===== src/sv/ttpl_pkg.sv =====
// ----------------------------------------------------------------------------
// Triangle table point locator package
// Shared types, codes and sizes for the locator block.
// ----------------------------------------------------------------------------
package ttpl_pkg;

  localparam int MaxTrianglesDefault = 64;
  localparam int CoordW = 24;
  localparam int IdW = 16;
  localparam int WeightW = 17;
  localparam int ProdW = 2 * (CoordW + 1);
  localparam int AreaW = ProdW + 1;
  localparam int DivSteps = 17;

  localparam logic [1:0] ReqClear = 2'd0;
  localparam logic [1:0] ReqAdd = 2'd1;
  localparam logic [1:0] ReqQuery = 2'd2;

  localparam logic [1:0] StDone = 2'd0;
  localparam logic [1:0] StFound = 2'd1;
  localparam logic [1:0] StMiss = 2'd2;
  localparam logic [1:0] StFull = 2'd3;

  typedef struct packed {
    logic [1:0] req_type;
    logic [IdW-1:0] vertex_a_id;
    logic [IdW-1:0] vertex_b_id;
    logic [IdW-1:0] vertex_c_id;
    logic signed [CoordW-1:0] a_x;
    logic signed [CoordW-1:0] a_y;
    logic signed [CoordW-1:0] b_x;
    logic signed [CoordW-1:0] b_y;
    logic signed [CoordW-1:0] c_x;
    logic signed [CoordW-1:0] c_y;
    logic signed [CoordW-1:0] point_x;
    logic signed [CoordW-1:0] point_y;
  } req_t;

  typedef struct packed {
    logic [1:0] status;
    logic [IdW-1:0] hit_a_id;
    logic [IdW-1:0] hit_b_id;
    logic [IdW-1:0] hit_c_id;
    logic [WeightW-1:0] weight_a;
    logic [WeightW-1:0] weight_b;
    logic [WeightW-1:0] weight_c;
  } rsp_t;

  typedef struct packed {
    logic load;
    logic clear;
    logic add;
    logic rd;
    logic tri_a;
    logic tri_b;
    logic tri_c;
    logic div_start;
    logic div_step;
    logic finish;
  } cmd_t;

  typedef struct packed {
    logic empty_scan;
    logic full;
    logic last;
    logic hit;
    logic div_last;
  } sts_t;

endpackage


===== src/sv/ttpl_ctrl.sv =====
// ----------------------------------------------------------------------------
// Triangle table point locator controller
// Sequences table writes, the scan and the weight division.
// ----------------------------------------------------------------------------
module ttpl_ctrl (
  input logic clk,
  input logic rst,
  input logic in_valid,
  output logic in_ready,
  output logic out_valid,
  input logic out_ready,
  input logic [1:0] req_type,
  input ttpl_pkg::sts_t sts,
  output ttpl_pkg::cmd_t cmd
);
  import ttpl_pkg::*;

  typedef enum logic [3:0] {
    S_IDLE, S_DEC, S_RD, S_TA, S_TB, S_TC, S_DIV, S_OUT
  } state_t;

  state_t state;
  logic [1:0] req_kind;

  assign in_ready = (state == S_IDLE) && !out_valid;

  always_comb begin
    cmd = '0;
    cmd.load = in_valid && in_ready;
    case (state)
      S_DEC: begin
        cmd.clear = (req_kind == ReqClear);
        cmd.add = (req_kind == ReqAdd) && !sts.full;
        cmd.finish = (req_kind != ReqQuery) || sts.empty_scan;
      end
      S_RD: cmd.rd = 1'b1;
      S_TA: cmd.tri_a = 1'b1;
      S_TB: cmd.tri_b = 1'b1;
      S_TC: begin
        cmd.tri_c = 1'b1;
        cmd.div_start = sts.hit;
        cmd.finish = !sts.hit && sts.last;
      end
      S_DIV: begin
        cmd.div_step = 1'b1;
        cmd.finish = sts.div_last;
      end
      default: ;
    endcase
  end

  always_ff @(posedge clk) begin
    if (rst) begin
      state <= S_IDLE;
      out_valid <= 1'b0;
    end else begin
      if (cmd.load) req_kind <= req_type;
      if (out_valid && out_ready) out_valid <= 1'b0;
      case (state)
        S_IDLE: if (cmd.load) state <= S_DEC;
        S_DEC: state <= cmd.finish ? S_IDLE : S_RD;
        S_RD: state <= S_TA;
        S_TA: state <= S_TB;
        S_TB: state <= S_TC;
        S_TC: state <= sts.hit ? S_DIV : (sts.last ? S_IDLE : S_RD);
        S_DIV: if (sts.div_last) state <= S_IDLE;
        default: state <= S_IDLE;
      endcase
      if (cmd.finish) out_valid <= 1'b1;
    end
  end
endmodule


===== config.mk =====
export PLATFORM = sky130hd
export DESIGN_NAME = ttpl_ctrl
export DESIGN_NICKNAME = d
export VERILOG_FILES = /design/src/sv/ttpl_pkg.sv /design/src/sv/ttpl_ctrl.sv
export SDC_FILE = /design/constraint.sdc
export NUM_CORES = 1
export LEC_CHECK = 0
export ABC_AREA = 1
export ABC_CLOCK_PERIOD_IN_PS = 3000
export CELL_PAD_IN_SITES_DETAIL_PLACEMENT = 1
export CELL_PAD_IN_SITES_GLOBAL_PLACEMENT = 1
export CORE_AREA = 2 2 39 41
export DETAILED_ROUTE_END_ITERATION = 16
export DIE_AREA = 0 0 41 43
export DONT_BUFFER_PORTS = 1
export PLACE_DENSITY = 0.71
export SLEW_MARGIN = 0
export SYNTH_ARGS = -nofsm -noshare
export SYNTH_HDL_FRONTEND = slang
export SYNTH_SLANG_ARGS = --single-unit

===== constraint.sdc =====
create_clock -name clk -period 3 [get_ports clk]
set_input_delay 0.6 -clock clk [delete_from_list [all_inputs] [get_ports clk]]
set_output_delay 0.6 -clock clk [all_outputs]
set_load 0.05 [all_outputs]

# Word level (Yosys, flattened, before mapping)
# Index checks and enable logic that the tools add are counted.
# word_totals
regBits	7
latch_bits	0
ram_bits	0
mem_bits_ro	0
out_inout_bits	12
elab_cells	43
mem_count	0
# classes
n_addsub	0
mul	0
div	0
magnitude_cmp	0
n_eq_ne	10
shift	0
mux	15
bitwise_logic	1
reduce_logical	14
# op_table
operator	n
$pmux 4 s7	1
$eq 4x3->1 const B	3
$eq 4x2->1 const B	2
$mux 2	4
$mux 4	2
$mux 1	6
$ne 2x2->1 const B	3
$logic_and 1x1->1	5
$eq 4x1->1 const B	1
$logic_not 4->1	1
$reduce_and 2->1	2
$logic_not 1->1	3
$mux 3	1
$pmux 1 s3	1
$eq 2x1->1 const B	1
$logic_not 2->1	1
$reduce_bool 2->1	1
$logic_or 1x1->1	1
$not 1->1	1

# Logic depth before layout (Yosys ltp)
# Gate-level depths: netlist (run 1).
# logic_depth
word_depth	5
depth_mapped	7
ltp_nobuf	7

# Worst setup path after synthesis (run 1)
# OpenSTA, ideal clock, no wires.
# synth_path
path_kind	register to output
startpoint	reg state[0]
endpoint	out cmd[8] (netlist bit)
t_arrival_ns	1.733
required_time_ns	2.400
path_slack_ns	0.667
stages_incl_launch_ff	5
path_buffers	0
cell_sequence	dfxtp_1 -> inv_2 -> nor3_2 -> inv_2 -> nor3_1
# synth_lines
element	line	text
from (decl)	ttpl_ctrl.sv:22	state_t state;
from (signal assigned)	ttpl_ctrl.sv:61	S_DEC: state <= cmd.finish ? S_IDLE : S_RD;
from (signal assigned)	ttpl_ctrl.sv:65	S_TC: state <= sts.hit ? S_DIV : (sts.last ? S_IDLE : S_RD);
to (decl)	ttpl_ctrl.sv:14	output ttpl_pkg::cmd_t cmd

==> impl_metrics.tcl, run 1 <==
set metrics [dict create \
    ys_ff_latch 6 \
    root_buffer "clkbuf_4" \
    vias_per_cell 4.529 \
    start_util 0.2830 \
    cap_violations 0 \
    clk_latency_ns 0.24 \
    crit_slowest_cell "dfxtp_1" \
    skew_ns 0.005546 \
    synth_simple_gate_area_share 0.4633 \
    grt_antenna_before_repair 0 \
    synth_cells 60 \
    tightest_slew_ns 0.8848 \
    timing_worst_setup_path_type "reg2out" \
    htree_levels 1 \
    io-pin-count 23 \
    crit_path_end_kind "primary output" \
    max_slew_margin 0.4069 \
    status "completed" \
    ir_worst_vdd_mv 0.2511 \
    rsz0062_at_grt "no" \
    path_max_fanout 7 \
    crit_arrival_ns 1.46 \
    ys_seq_area_frac 0.3578 \
    grt_usage 0.1131 \
    hpwlAfterDp_um 755.5 \
    max_stage_delay_ns 0.46 \
    cts_tree "yes" \
    clkTransAtPathRegs_ns 0.05 \
    grt_max_degree 8 \
    tns_ns 0 \
    grt_pass1_wl_um 1317 \
    first_pass_iters 2 \
    place_worst_setup_slack_ns 1.170 \
    hold_path.class "in2reg" \
    setup_viol 0 \
    wl_per_cell_um 9.976 \
    crit_buf_inv 1 \
    r2r.worst_path.cells 6 \
    port-buffer-count 0 \
    ctsResizeCount 0 \
    syn_area_per_cell_sq_um 6.527 \
    cts_buffers 3 \
    grt_overflow 0 \
    syn2layout_area_growth_pct 22.68 \
    synth_compound_area_frac 0.02556 \
    final_cells 85 \
    drt_wl_total_um 848 \
    utilization 0.3472 \
    hold_viol_final 0 \
    ys_warn_count 0 \
    layout-drive-gt1-share 0.2899 \
    placed_area_sq_um 454.2 \
    drc 0 \
    gp_congestion 0.6608 \
    power_leakage_uw 0.0002648 \
    finalCritPeriodShare 0.6879 \
    syn_nets 71 \
    synthAdderAreaFrac 0 \
    die_area_sq_um 1763 \
    antenna_left 0 \
    cp_top_family "simple AND/OR/NAND/NOR gates" \
    die_x_um 41 \
    drt-initial-drc-count 6 \
    rows 14 \
    cts_setup_buffers 0 \
    dp_cells 81 \
    worstSetupPathDepth 4 \
    fin_ws_ns 0.9363 \
    cts_hold_buf 0 \
    antenna_cells 0 \
    cts_buffer_depth 2 \
    fmax_mhz 484.6 \
    cp-start-kind "flip-flop" \
    cts.sinks 6 \
    crit_chain "nand3_1 -> inv_2 -> nand2_1 -> nand3_2" \
    fin_nets 81 \
    layout_min_cycle_time_ns 2.064 \
    synth_top_family_by_area "simple AND/OR/NAND/NOR gates" \
    synthMuxAreaShare 0 \
    grt_pass1_vias 352 \
    fin_area_sq_um 480.5 \
    die_h_um 43 \
    p_per_area_nw_per_um2 488.2 \
    drv_slew 0 \
    synthesis.area_sq_um 391.6 \
    cp.required_ns 2.40 \
    vias 385 \
    synth_cell_type_count 17 \
    core_sq_um 1384 \
    synth_xor_area_frac 0 \
    hold_depth 1 \
]
cell usage after synthesis:
cell type	instances	area [sq um]
a21oi_1	1	5.000
dfxtp_1	4	80.08
edfxtp_1	2	60.06
inv_1	11	41.29
inv_2	5	18.77
nand2_1	9	33.78
nand2_2	1	6.260
nand3_1	6	30.03
nand3_2	1	10.01
nand3b_1	1	7.510
nor2_1	10	37.54
nor2_2	2	12.51
nor3_1	3	15.01
nor3_2	1	10.01
nor4_1	1	6.260
nor4_2	1	12.51
o21ai_0	1	5.000
flip-flops by register name (all words and copies together), names as in the netlist:
signal     count
out_valid      1
req_kind       2
state          3
power by group:
part           internal (uW)  total (uW)  switching [uW]  leakage (uW)
Combinational           15.1        58.4            43.3      0.000199
Clock                   50.2        77.1            26.8     0.0000150
Sequential              89.3        99.1            9.88     0.0000512
Total                    155         235            80.0      0.000265
layer usage:
metal | part of all wire | wire length (um) | up-vias | global-route usage
met5 | 0 | 0 | - | 0
met2 | 0.46 | 391 | 17 | 0.1594
met1 | 0.46 | 387 | 165 | 0.1344
li1 | - | - | 203 | -
met3 | 0.081 | 69 | 0 | 0.05759
met4 | 0 | 0 | 0 | 0.06000
final cells by class:
cell class / count / area [sq um]
Tap cell: 16 / 20.02
Fill cell: 178 / 903.4
Sequential cell: 6 / 140.1
Clock buffer: 4 / 26.28
Multi-Input combinational cell: 38 / 196.4
Inverter: 16 / 60.06
Timing Repair Buffer: 5 / 37.54
cells by family (layout without fill, tap and decap cells):
group | after synthesis | in the layout
AOI/OAI and AO/OA | 2 | 2
and+or+nand+nor | 36 | 36
DFF | 6 | 6
buffers and inverters | 16 | 25
placed cells by master, fill, tap and decap left out:
cell      count
nand3_2       1
inv_1        11
nor4_2        1
nand2_1       9
edfxtp_1      2
buf_4         5
nor3_1        2
nor2_1       10
nor4_1        1
clkbuf_1      1
inv_2         5
a21oi_1       1
nand3b_1      1
clkbuf_4      3
dfxtp_1       4
nor3_2        2
o21ai_0       1
nand3_1       6
nor2_2        2
nand2_2       1
final timing paths:
| path | from | to | slack [ns] |
|---|---|---|---|
| max | state[2] | cmd[0] | 0.94 |
| max reg2reg | state[1] | state[1] | 1.45 |
| min | rst | out_valid | 0.42 |
| min reg2reg | state[1] | state[0] | 0.64 |
per-stage QoR:
stage / total power, uW / hold slack [ns]
floorplan: 146.2 / 0.5825
global placement: 159.0 / 0.6253
detailed placement: 159.4 / 0.6261
CTS: 238.6 / 0.4132
global route: 249.7 / 0.4027
finish: 234.6 / 0.4182
Note: power is estimated with default switching activity, not from simulation.
==> run 2, diff against run 1 <==
- ABC_CLOCK_PERIOD_IN_PS: 3000 -> 2100
- clock period: 3 -> 2.1 ns (I/O delays scaled with it)
==> impl_metrics.tcl, run 2 (synthesized netlist as in run 1, its figures left out) <==
set metrics [dict create \
    status "completed" \
    htree_levels 1 \
    fmax_mhz 525.8 \
    p_per_area_nw_per_um2 681.4 \
    drt_wl_total_um 923 \
    rsz0062_at_grt "no" \
    crit_path_end_kind "primary output" \
    tightest_slew_ns 0.6144 \
    hold_depth 1 \
    drt-initial-drc-count 2 \
    reg_top3 "state x3, req_kind x2, out_valid x1" \
    fin_nets 82 \
    hold_end "out_valid" \
    die_area_sq_um 1763 \
    crit_slowest_cell "dfxtp_1" \
    nFillCells 182 \
    first_pass_iters 3 \
    drc 0 \
    rr_endpoint "out_valid" \
    start_util 0.2830 \
    layout_min_cycle_time_ns 1.902 \
    tns_ns 0 \
    antenna_cells 0 \
    max_slew_margin 0.5898 \
    hold_path.class "in2reg" \
    power_leakage_uw 0.0002714 \
    grt_antenna_before_repair 0 \
    port-buffer-count 0 \
    vias 397 \
    cts_buffer_depth 2 \
    gp_congestion 0.6519 \
    grt_pass1_wl_um 1518 \
    vias_per_cell 4.616 \
    whs_ns 0.2433 \
    layout-drive-gt1-share 0.3143 \
    cts_setup_buffers 0 \
    ctsResizeCount 0 \
    core_sq_um 1384 \
    grt_max_degree 8 \
    timing_worst_setup_path_type "reg2out" \
    path_max_fanout 7 \
    io-pin-count 23 \
    die_x_um 41 \
    skew_ns 0.003639 \
    regMostFlops "state" \
    max_stage_delay_ns 0.47 \
    reg2reg_setup_slack_ns 0.59 \
    cts.sinks 6 \
    r2r.worst_path.cells 7 \
    rows 14 \
    clk_latency_ns 0.24 \
    crit_chain "nand3_1 -> inv_2 -> nand2_1 -> nand3_2" \
    cap_violations 0 \
    grt_usage 0.1274 \
    setup_viol 0 \
    largest_reg_flops 3 \
    clkTransAtPathRegs_ns 0.05 \
    final_common_cell "inv_1" \
    drv_slew 0 \
    root_buffer "clkbuf_4" \
    ir_worst_vdd_mv 0.3197 \
    grt_overflow 0 \
    hpwlAfterDp_um 836.4 \
    crit_arrival_ns 1.48 \
    antenna_left 0 \
    grt_pass1_vias 380 \
    reg2reg_from "state[1]" \
    finalCritPeriodShare 0.9057 \
    cts_tree "yes" \
    wl_per_cell_um 10.73 \
    cp.required_ns 1.68 \
    timing.hold.worst.start "rst" \
    cts_buffers 3 \
    hold_viol_final 0 \
    syn2layout_area_growth_pct 25.88 \
    cp-start-kind "flip-flop" \
    die_h_um 43 \
    cts_hold_buf 0 \
    final_cell_mix "inv_1, nor2_1, nand2_1" \
]
[run 2: cell types whose count changed in the layout (fill, tap and decap cells not counted), sizes merged]
cell | before | now
buf | 5 | 6
[run 2: where the power goes]
group | total [uW] | internal (uW) | leakage, uW | switching (uW)
clock | 109 | 71.7 | 0.0000150 | 37.2
sequential | 142 | 128 | 0.0000512 | 14.8
combinational | 84.6 | 22.2 | 0.000205 | 62.4
[run 2: worst max path at each step]
stage          slack (ns)  startpoint      to  depth (start not counted)
6_report             0.20    state[2]  cmd[0]                          4
5_1_grt              0.07    state[2]  cmd[0]                          4
4_1_cts              0.19    state[2]  cmd[0]                          4
3_5_place_dp         0.43    state[2]  cmd[0]                          4
3_3_place_gp         0.48    state[2]  cmd[0]                          4
2_1_floorplan        0.01    state[0]  cmd[9]                          5
[run 2: metal layers]
| metal | track usage | up-vias | share of wire |
|---|---|---|---|
| li1 | - | 207 | - |
| met1 | 0.1612 | 175 | 0.45 |
| met2 | 0.1906 | 15 | 0.48 |
| met3 | 0.03665 | 0 | 0.068 |
| met4 | 0.06000 | 0 | 0 |
| met5 | 0 | - | 0 |
[run 2: worst max-delay path, delay by kind of cell, from the launching register on]
family | cells | cell delay [ns]
DFF | 1 | 0.47
buffers and inverters | 1 | 0.24
and+or+nand+nor | 3 | 0.54
[run 2: layout make-up]
type | instances | area (sq um) | area share
multi-input cells | 38 | 201.4 | 0.4086
clock buffers | 4 | 26.28 | 0.05330
well taps | 16 | 20.02 | 0.04061
flip-flops and latches | 6 | 140.1 | 0.2843
repair buffers | 6 | 45.04 | 0.09137
inverters | 16 | 60.06 | 0.1218
[run 2: stage by stage]
stage	total power (uW)	std cells	setup slack [ns]	area [sq um]	utilization
final	335.9	86	0.1981	493.0	0.3562
after global routing	358.7	86	0.06792	493.0	0.3562
after CTS	342.1	86	0.1856	493.0	0.3562
after detailed placement	229.8	82	0.4344	466.7	0.3373
after global placement	228.7	82	0.4842	466.7	0.3373
after floorplan	209.7	60	0.009894	396.6	-
==> run 3, diff against run 2 <==
- SETUP_SLACK_MARGIN: unset -> 0.3
==> impl_metrics.tcl, run 3 (synthesized netlist as in run 1, its figures left out) <==
set metrics [dict create \
    status "completed" \
    dp_cells 82 \
    rsz0062_at_grt "yes" \
    grt-busiest-layer "met2" \
    cp_top_family "flip-flops" \
    fin_nets 82 \
    io-pin-count 23 \
    crit_slowest_cell "dfxtp_2" \
    die_area_sq_um 1763 \
    path_max_fanout 5 \
    drc 0 \
    hold_path.class "in2reg" \
    crit_chain "inv_2 -> nor3_2 -> inv_2 -> nor4_4 -> buf_6" \
    utilization 0.3825 \
    cp.required_ns 1.68 \
    cp-start-kind "flip-flop" \
    setup_viol 0 \
    vias_per_cell 4.647 \
    grt_overflow 0 \
    fin_area_sq_um 529.3 \
    syn2layout_area_growth_pct 35.14 \
    grt_util_met1 0.1266 \
    grt_antenna_before_repair 0 \
    cts_buffers 3 \
    placed_area_sq_um 480.5 \
    gr-usage-met3 0.005236 \
    fmax_mhz 579.3 \
    wl_per_cell_um 11.69 \
    tns_ns 0 \
    regMostFlops "state" \
    power_leakage_uw 0.0002756 \
    max_slew_margin 0.5640 \
    vias 395 \
    port-buffer-count 0 \
    crit_arrival_ns 1.31 \
    fin_ws_ns 0.3737 \
    grt_usage 0.1299 \
    p_per_area_nw_per_um2 641.4 \
    grt_pass1_wl_um 1524 \
    layout-drive-gt1-share 0.3768 \
    cts.sinks 6 \
    final_cell_mix "inv_1, nor2_1, nand2_1" \
    timing_worst_setup_path_type "reg2out" \
    layout_min_cycle_time_ns 1.726 \
    final_cells 85 \
    grt_max_degree 8 \
    place_worst_setup_slack_ns 0.4381 \
    drt-initial-drc-count 2 \
    die_x_um 41 \
    clkTransAtPathRegs_ns 0.04 \
    largest_reg_flops 3 \
    cap_violations 0 \
    crit_path_end_kind "primary output" \
    hold_viol_final 0 \
    grtUsageMet2 0.2219 \
    nFillCells 191 \
    tightest_slew_ns 0.6532 \
    final_common_cell "inv_1" \
    grt_pass1_vias 428 \
    root_buffer "clkbuf_4" \
    die_h_um 43 \
    multi_input_area_sq_um 222.7 \
    cts_buffer_depth 2 \
    core_sq_um 1384 \
    critPathMostFrequentCell "inv_2" \
    finalCritPeriodShare 0.8220 \
    max_stage_delay_ns 0.37 \
    crit_buf_inv 3 \
    skew_ns 0.001886 \
    drt_wl_total_um 994 \
    cts_setup_buffers 0 \
    drv_slew 0 \
    first_pass_iters 3 \
    reg_top3 "state x3, req_kind x2, out_valid x1" \
    cts_tree "yes" \
    ir_worst_vdd_mv 0.2658 \
    seq_area_sq_um 143.9 \
    worstSetupPathDepth 5 \
    antenna_left 0 \
    htree_levels 1 \
    antenna_cells 0 \
    hold_depth 1 \
    clk_latency_ns 0.24 \
    rows 14 \
    start_util 0.2830 \
    r2r.worst_path.cells 5 \
    gp_congestion 0.6819 \
    hpwlAfterDp_um 860.4 \
]
run 3: where the power goes:
part / total, uW / leakage [uW] / internal, uW / switching (uW)
clock network: 104 / 0.0000138 / 64.5 / 39.9
registers: 144 / 0.0000525 / 128 / 15.4
logic: 91.5 / 0.000209 / 25.7 / 65.8
run 3: worst register-to-register path: stages (launching register included):
cell	delay [ns]
dfxtp_2	0.34
inv_2	0.09
nand2_1	0.06
nor2_1	0.14
inv_1	0.10
nor4_1	0.34
run 3: repair_timing:
action,CTS,global route
hold buffers,0,0
endpoints found under the setup margin,4,5
gates resized for setup,4,5
pin swaps,0,0
cloned,0,0
run 3: final timing paths:
kind	from	to	slack [ns]
min	rst	state[0]	0.24
max	state[0]	cmd[7]	0.37
min reg2reg	state[1]	state[0]	0.59
max reg2reg	state[0]	req_kind[0]	0.68
run 3: routing by layer:
layer  wire, um  part of all wire
met5          0                 0
met4          0                 0
met3         56             0.056
met2        562              0.57
met1        376              0.38
run 3: through the flow:
stage | hold slack, ns | total power, uW
after floorplan | 0.4869 | 213.5
final | 0.2372 | 339.5
after global placement | 0.4888 | 231.4
after global routing | 0.2226 | 360.7
after CTS | 0.2241 | 345.8
after detailed placement | 0.4905 | 232.8
run 3: area by class of cell:
type	count	area share
timing repair buffer	6	0.09929
tap	16	0.03783
multi-input combinational	38	0.4208
clock buffer	3	0.04255
sequential	6	0.2719
inverter	16	0.1277
